==> config.mk <==
export PLATFORM = sky130hd
export DESIGN_NAME = s20_ctrl
export DESIGN_NICKNAME = d
export VERILOG_FILES = /design/src/rtl/s20_pkg.sv /design/src/rtl/s20_ctrl.sv
export SDC_FILE = /design/constraint.sdc
export NUM_CORES = 1
export LEC_CHECK = 0
export BUFFER_PORTS_ARGS = -buffer_cell sky130_fd_sc_hd__buf_4
export CELL_PAD_IN_SITES_DETAIL_PLACEMENT = 0
export CELL_PAD_IN_SITES_GLOBAL_PLACEMENT = 1
export CORE_UTILIZATION = 30
export CTS_BUF_LIST = sky130_fd_sc_hd__clkbuf_8
export DETAILED_ROUTE_END_ITERATION = 8
export PLACE_DENSITY = 0.65
export SYNTH_ARGS = -nofsm -noshare
export SYNTH_HDL_FRONTEND = slang
export SYNTH_SLANG_ARGS = --single-unit
export TNS_END_PERCENT = 5
==> constraint.sdc <==
create_clock -name clk -period 1.4 [get_ports clk]
set_clock_uncertainty 0.05 [all_clocks]
set_input_delay 0.07 -clock clk [delete_from_list [all_inputs] [get_ports clk]]
set_output_delay 0.07 -clock clk [all_outputs]
set_load 0.05 [all_outputs]
==> src/rtl/s20_pkg.sv <==
// ----------------------------------------------------------------------------
// s20_pkg
// shared types and constants for the salsa20 block core
// ----------------------------------------------------------------------------
package s20_pkg;

	localparam int NWORDS = 16;

	typedef logic [31:0] word_t;
	typedef logic [NWORDS-1:0][31:0] state_t;
	typedef logic [3:0] rounds_t;

	typedef logic [1:0] cfg_index_t;
	typedef logic [3:0] cfg_data_t;

	localparam cfg_index_t CFG_DOUBLE_ROUNDS = 2'd0;
	localparam cfg_index_t CFG_FEED_FORWARD  = 2'd1;

	localparam rounds_t RESET_DOUBLE_ROUNDS = 4'd4;
	localparam logic    RESET_FEED_FORWARD  = 1'b1;

	// commands from controller to datapath
	typedef struct packed {
		logic load;
		logic round;
		logic row;
		logic finish;
	} cmd_t;

endpackage

==> src/rtl/s20_ctrl.sv <==
// ----------------------------------------------------------------------------
// s20_ctrl
// sequencer: accepts a beat, steps the half-round count, hands the result
// to the output register and keeps its valid flag
// ----------------------------------------------------------------------------
module s20_ctrl (
	input  logic             clk,
	input  logic             arst_n,
	input  logic             in_valid,
	output logic             in_stall,
	output logic             out_valid,
	input  logic             out_stall,
	input  s20_pkg::rounds_t double_rounds,
	output s20_pkg::cmd_t    cmd
);

	typedef enum logic [1:0] {
		IDLE,
		ROUND,
		FINISH
	} state_t;

	state_t     state_q;
	logic [4:0] cnt_q;
	logic       out_valid_q;
	logic [4:0] last_cnt;
	logic       in_take;
	logic       out_free;

	assign last_cnt = {double_rounds, 1'b0} - 5'd1;
	assign in_take  = (state_q == IDLE) && in_valid;
	assign out_free = !out_valid_q || !out_stall;

	always_comb begin
		cmd.load   = in_take;
		cmd.round  = (state_q == ROUND);
		cmd.row    = cnt_q[0];
		cmd.finish = (state_q == FINISH) && out_free;
	end

	always_ff @(posedge clk or negedge arst_n) begin
		if (!arst_n) begin
			state_q     <= IDLE;
			cnt_q       <= 5'd0;
			out_valid_q <= 1'b0;
		end else begin
			if ((state_q == FINISH) && out_free) begin
				out_valid_q <= 1'b1;
			end else if (out_valid_q && !out_stall) begin
				out_valid_q <= 1'b0;
			end
			case (state_q)
				IDLE: begin
					cnt_q <= 5'd0;
					if (in_valid) begin
						state_q <= (double_rounds == 4'd0) ? FINISH : ROUND;
					end
				end
				ROUND: begin
					cnt_q <= cnt_q + 5'd1;
					if (cnt_q == last_cnt) begin
						state_q <= FINISH;
					end
				end
				FINISH: begin
					if (out_free) begin
						state_q <= IDLE;
					end
				end
				default: begin
					state_q <= IDLE;
				end
			endcase
		end
	end

	assign in_stall  = (state_q != IDLE);
	assign out_valid = out_valid_q;

endmodule

[Word level (Yosys, flattened, before mapping)]
Index checks and enable logic that the tools add are counted.
Cells by class
  add/subtract/negate cells: 2
  $mul: 0
  divide/modulo/power cells: 0
  order comparisons: 0
  equal/unequal tests: 6
  shifts and indexed selects: 0
  muxes and demuxes: 8
  bitwise gates (word level): 0
  reductions and logical operators: 12
Operator list (number)
  case mux 5 bit (2 select lines): 1
  two-way mux 2 bit: 4
  case mux 2 bit (3 select lines): 1
  nonzero test 2 bit: 3
  adder 5 x 1 -> 5 bit, second input constant: 1
  == test 5 bit: 1
  subtractor 5 x 1 -> 5 bit, second input constant: 1
  zero test 4 bit: 1
  != test 2 bit, second input constant: 2
  logical AND 1 bit: 3
  AND reduction 3 bit: 1
  == test 2 x 1 -> 1 bit, second input constant: 1
  == test 2 bit, second input constant: 1
  zero test 1 bit: 2
  zero test 2 bit: 1
  two-way mux 1 bit: 2
  != test 2 x 1 -> 1 bit, second input constant: 1
  logical OR 1 bit: 1
Word-level totals
  flip-flop bits (word level): 8
  latch bits: 0
  memory bits (writable): 0
  bits in read-only memories: 0
  input port bits: 8
  output and inout port bits: 6
  logic and storage cells: 31
  memories kept: 0

[Depth between registers and ports, before layout]
  depth after elaboration: 4
  depth in mapped cells: 6
  depth with buffers taken out: 5

[Worst setup path after synthesis]
Ideal clock, no wire load.
  path type: register to output
  from: register out_valid_q (netlist: out_valid)
  to: output port cmd[0] (netlist name)
  data arrival time: 1.422 ns
  data required time: 1.280 ns
  path slack: -0.142 ns
  cell stages (with the launch flop): 2
  path buffers: 0
  path through: dfrtp_1 > a21oi_1
RTL lines
  start, declared: RTL line s20_ctrl.sv:25  | logic out_valid_q;
  start signal, assigned: RTL line s20_ctrl.sv:45  | out_valid_q <= 1'b0;
  start signal, assigned: RTL line s20_ctrl.sv:48  | out_valid_q <= 1'b1;
  start signal, assigned: RTL line s20_ctrl.sv:50  | out_valid_q <= 1'b0;
  end, declared: RTL line s20_ctrl.sv:14  | output s20_pkg::cmd_t cmd

[Final worst setup path]
  from: register state_q[1]
  to: output port in_stall
Between the ends
  word-level cells in the longest chain between the ends: 1
RTL lines
  start, declared: RTL line s20_ctrl.sv:23  | state_t state_q;
  start signal, assigned: RTL line s20_ctrl.sv:56  | state_q <= (double_rounds == 4'd0) ? FINISH : ROUND;
  nonzero test 2 bit: RTL line s20_ctrl.sv:77  | assign in_stall = (state_q != IDLE);
  end, declared: RTL line s20_ctrl.sv:10  | output logic in_stall,
No other way between the ends.

==> reports/metrics.csv <==
stage,metric,value,unit
placement,port bufs,13,
die,# IOs,14,
global_routing,initial antenna violation count,0,
drt,# DRC,0,
job,Maximum Capacitance Violations,0,
final_layout,Diodes inserted,0,
timing,Setup Viol. Count Final,0,
final_layout,utilization after layout,48.6,%
cts,CTS Buffer Depth,2,
worst_setup_path,Crit. End Element,primary output,
final_layout,Nets,92,
drt,Initial DRC Count,6,
worst_setup_path,slowest CP cell,dfrtp_1,
drt,final antenna-violating net count,0,
timing,min Tclk post-route,1390,ps
cts,clock-pin slew on the worst setup and hold paths,40,ps
worst_setup_path,crit path DAT,1270,ps
synth,syn_nets,67,
die,die width,44.1,um
global_routing,grt ovf,0,
drt,final wirelength,1.23,mm
global_routing,first-pass GRT wire length,2.20,mm
timing,Final Max Tran Viols,0,
synth,post-synthesis sequential area ratio,37.6,%
pwr,Tot Pwr,0.00138,W
final_layout,multi-input logic area,295,sq um
global_routing,largest net degree at the start of global routing,9,
worst_setup_path,crit path launch type,flip-flop,
timing,Slew HR,78.2,%
status,outcome,"complete, no violations",
die,Initial Util,33.7,%
timing,Setup TNS Final,0,ps
synth,Ys Warns,0,
die,Core ar.,1580,sq um
final_layout,"most common cell after layout, fill and taps aside",buf_4,
drt,post-DR vias/cell,4.98,
min_path,Min-Delay Path Class,input pin to flip-flop,
drt,Pre-Repair DR Iteration Count,6,
pwr,pwr dens,1800,nW/um^2
timing,worst slew pin tran,326,ps
synth,Syn Area/Cell,9.33,sq um
final_layout,Synth-to-Final Area Change,44.0,%
cts,CTS sink count,8,
timing,RSZ-0062 raised after global routing,yes,
cts,clock root buffer,clkbuf_8,
timing,"Hold Vio Cnt, Final",0,
placement,Detailed Place HPWL,938,um
worst_setup_path,CP max stage delay,400,ps
cts,Worst-Skew Late Latency,230,ps
global_routing,vias in the first global route,496,
synth,#FFs+latches synth,8,
final_layout,share of cells above drive strength 1,38.8,%
synth,Mapped Cells,57,
drt,Vias,478,
placement,routability congestion estimate,0.766,
final_layout,most frequent cells in the layout,"buf_4, nand2_1, dfrtp_1",
pwr,Peak supply drop,1.00,mV
global_routing,gr usage total,16.5,%
timing,Fmax achieved,0.721,GHz
die,die height,44.1,um
die,Die ar.,1940,sq um
synth,mapped cell area,532,sq um
timing,Final Cycle Share,99.1,%
drt,DR WL/cell,12.8,um
worst_setup_path,Worst Path Required,1280,ps
synth,Synth cell types,26,
die,num rows,14,
cts,H-tree depth,1,
final_layout,Filler cells,162,
worst_setup_path,CP Max Fanout,8,
worst_setup_path,kind of critical path,flip-flop to primary output,
cts,total CTS buffers,3,
pwr,Leak,0.377,nW
final_layout,Register Area,200,sq um
worst_setup_path,CP cell instances,"buf_4, or2_2, buf_6",
cts,CTS tree,yes,
-- Yosys cell counts, drive strengths merged --
cell / number / area (sq um)
a21oi: 2 / 10.0
a22o: 1 / 8.76
a2bb2o: 1 / 10.0
a31o: 2 / 17.5
buf: 3 / 22.5
dfrtp: 8 / 200
ha: 2 / 25.0
inv: 6 / 22.5
mux2: 1 / 11.3
nand2: 8 / 30.0
nand2b: 2 / 12.5
nand3: 2 / 10.0
nor2: 1 / 3.75
nor2b: 1 / 6.26
nor3: 1 / 5.00
nor3b: 2 / 15.0
nor4: 1 / 6.26
o211ai: 1 / 7.51
o21ai: 4 / 20.0
o22ai: 1 / 6.26
o41ai: 1 / 16.3
or2: 1 / 6.26
xnor2: 3 / 26.3
xor2: 1 / 8.76
xor3: 1 / 23.8
-- final cells by class --
class | instances | share of cell area [%]
Inverter | 6 | 2.94
Clock buffer | 3 | 5.39
Timing Repair Buffer | 23 | 24.3
Tap cell | 16 | 2.61
Sequential cell | 8 | 26.1
Multi-Input combinational cell | 40 | 38.6
-- path summary, 6_finish.rpt --
path / from / end / slack [ps] / depth (start not counted)
worst min register to register: out_valid / out_valid / 490 / 2
worst max-delay path: state_q[1] / in_stall / 10 / 3
worst max register to register: cnt_q[0] / cnt_q[4] / 80 / 4
max in group asynchronous: arst_n / cnt_q[3] / 1020 / 2
min in group asynchronous: arst_n / cnt_q[2] / 150 / 2
worst min-delay path: out_stall / out_valid / 20 / 3
-- layer usage --
metal  vias to the layer above  track usage (%)  share of wire (%)
li1                        244                -                  -
met1                       220             19.6                 49
met2                        10             25.6                 45
met3                         4             3.67                3.7
met4                         0             12.7                3.1
met5                         -                0                  0
-- flip-flops by register name, summed over array words and instances (netlist names) --
| name | count |
|---|---|
| out_valid | 1 |
| cnt_q | 5 |
| state_q | 2 |
-- critical path, delay by kind of cell, from the launching register on --
family	cells	cell delay, ps
buffers and inverters	2	340
flip-flops	1	400
AND/OR/NAND/NOR	1	300
-- metrics by stage --
step	hold slack (ps)	setup slack [ps]	area, sq um	instances
final	22.7	13.2	766	96
after global routing	49.7	-44.1	766	96
after CTS	24.4	1.79	753	96
after detailed placement	-151	-62.2	691	91
after global placement	-152	-48.2	691	91
after floorplan	-276	-85.2	536	57
-- cell families (layout without fill, tap and decap cells) --
kind of cell	after synthesis	count (layout)	synth area share, %
and+or+nand+nor	19	19	17.9
AOI/OAI and AO/OA	13	13	18.1
buffers and inverters	9	32	8.47
DFF	8	8	37.6
xor gates and xnor gates	5	5	11.1
adders and majority gates	2	2	4.71
muxes	1	1	2.12
-- timing repair --
item | 4_1_cts | 5_1_grt
pin swaps | 0 | 0
hold buffers | 1 | 0
hold endpoints to repair | 8 | 0
buffers inserted | 1 | 0
gates resized for setup | 1 | 3
setup endpoints to repair | 1 | 5
-- where the power goes --
part,switching (W),internal (W)
registers,0.0000713,0.000310
clock network,0.0000924,0.000186
logic,0.000390,0.000327
Note: power is estimated with default switching activity, not from simulation.
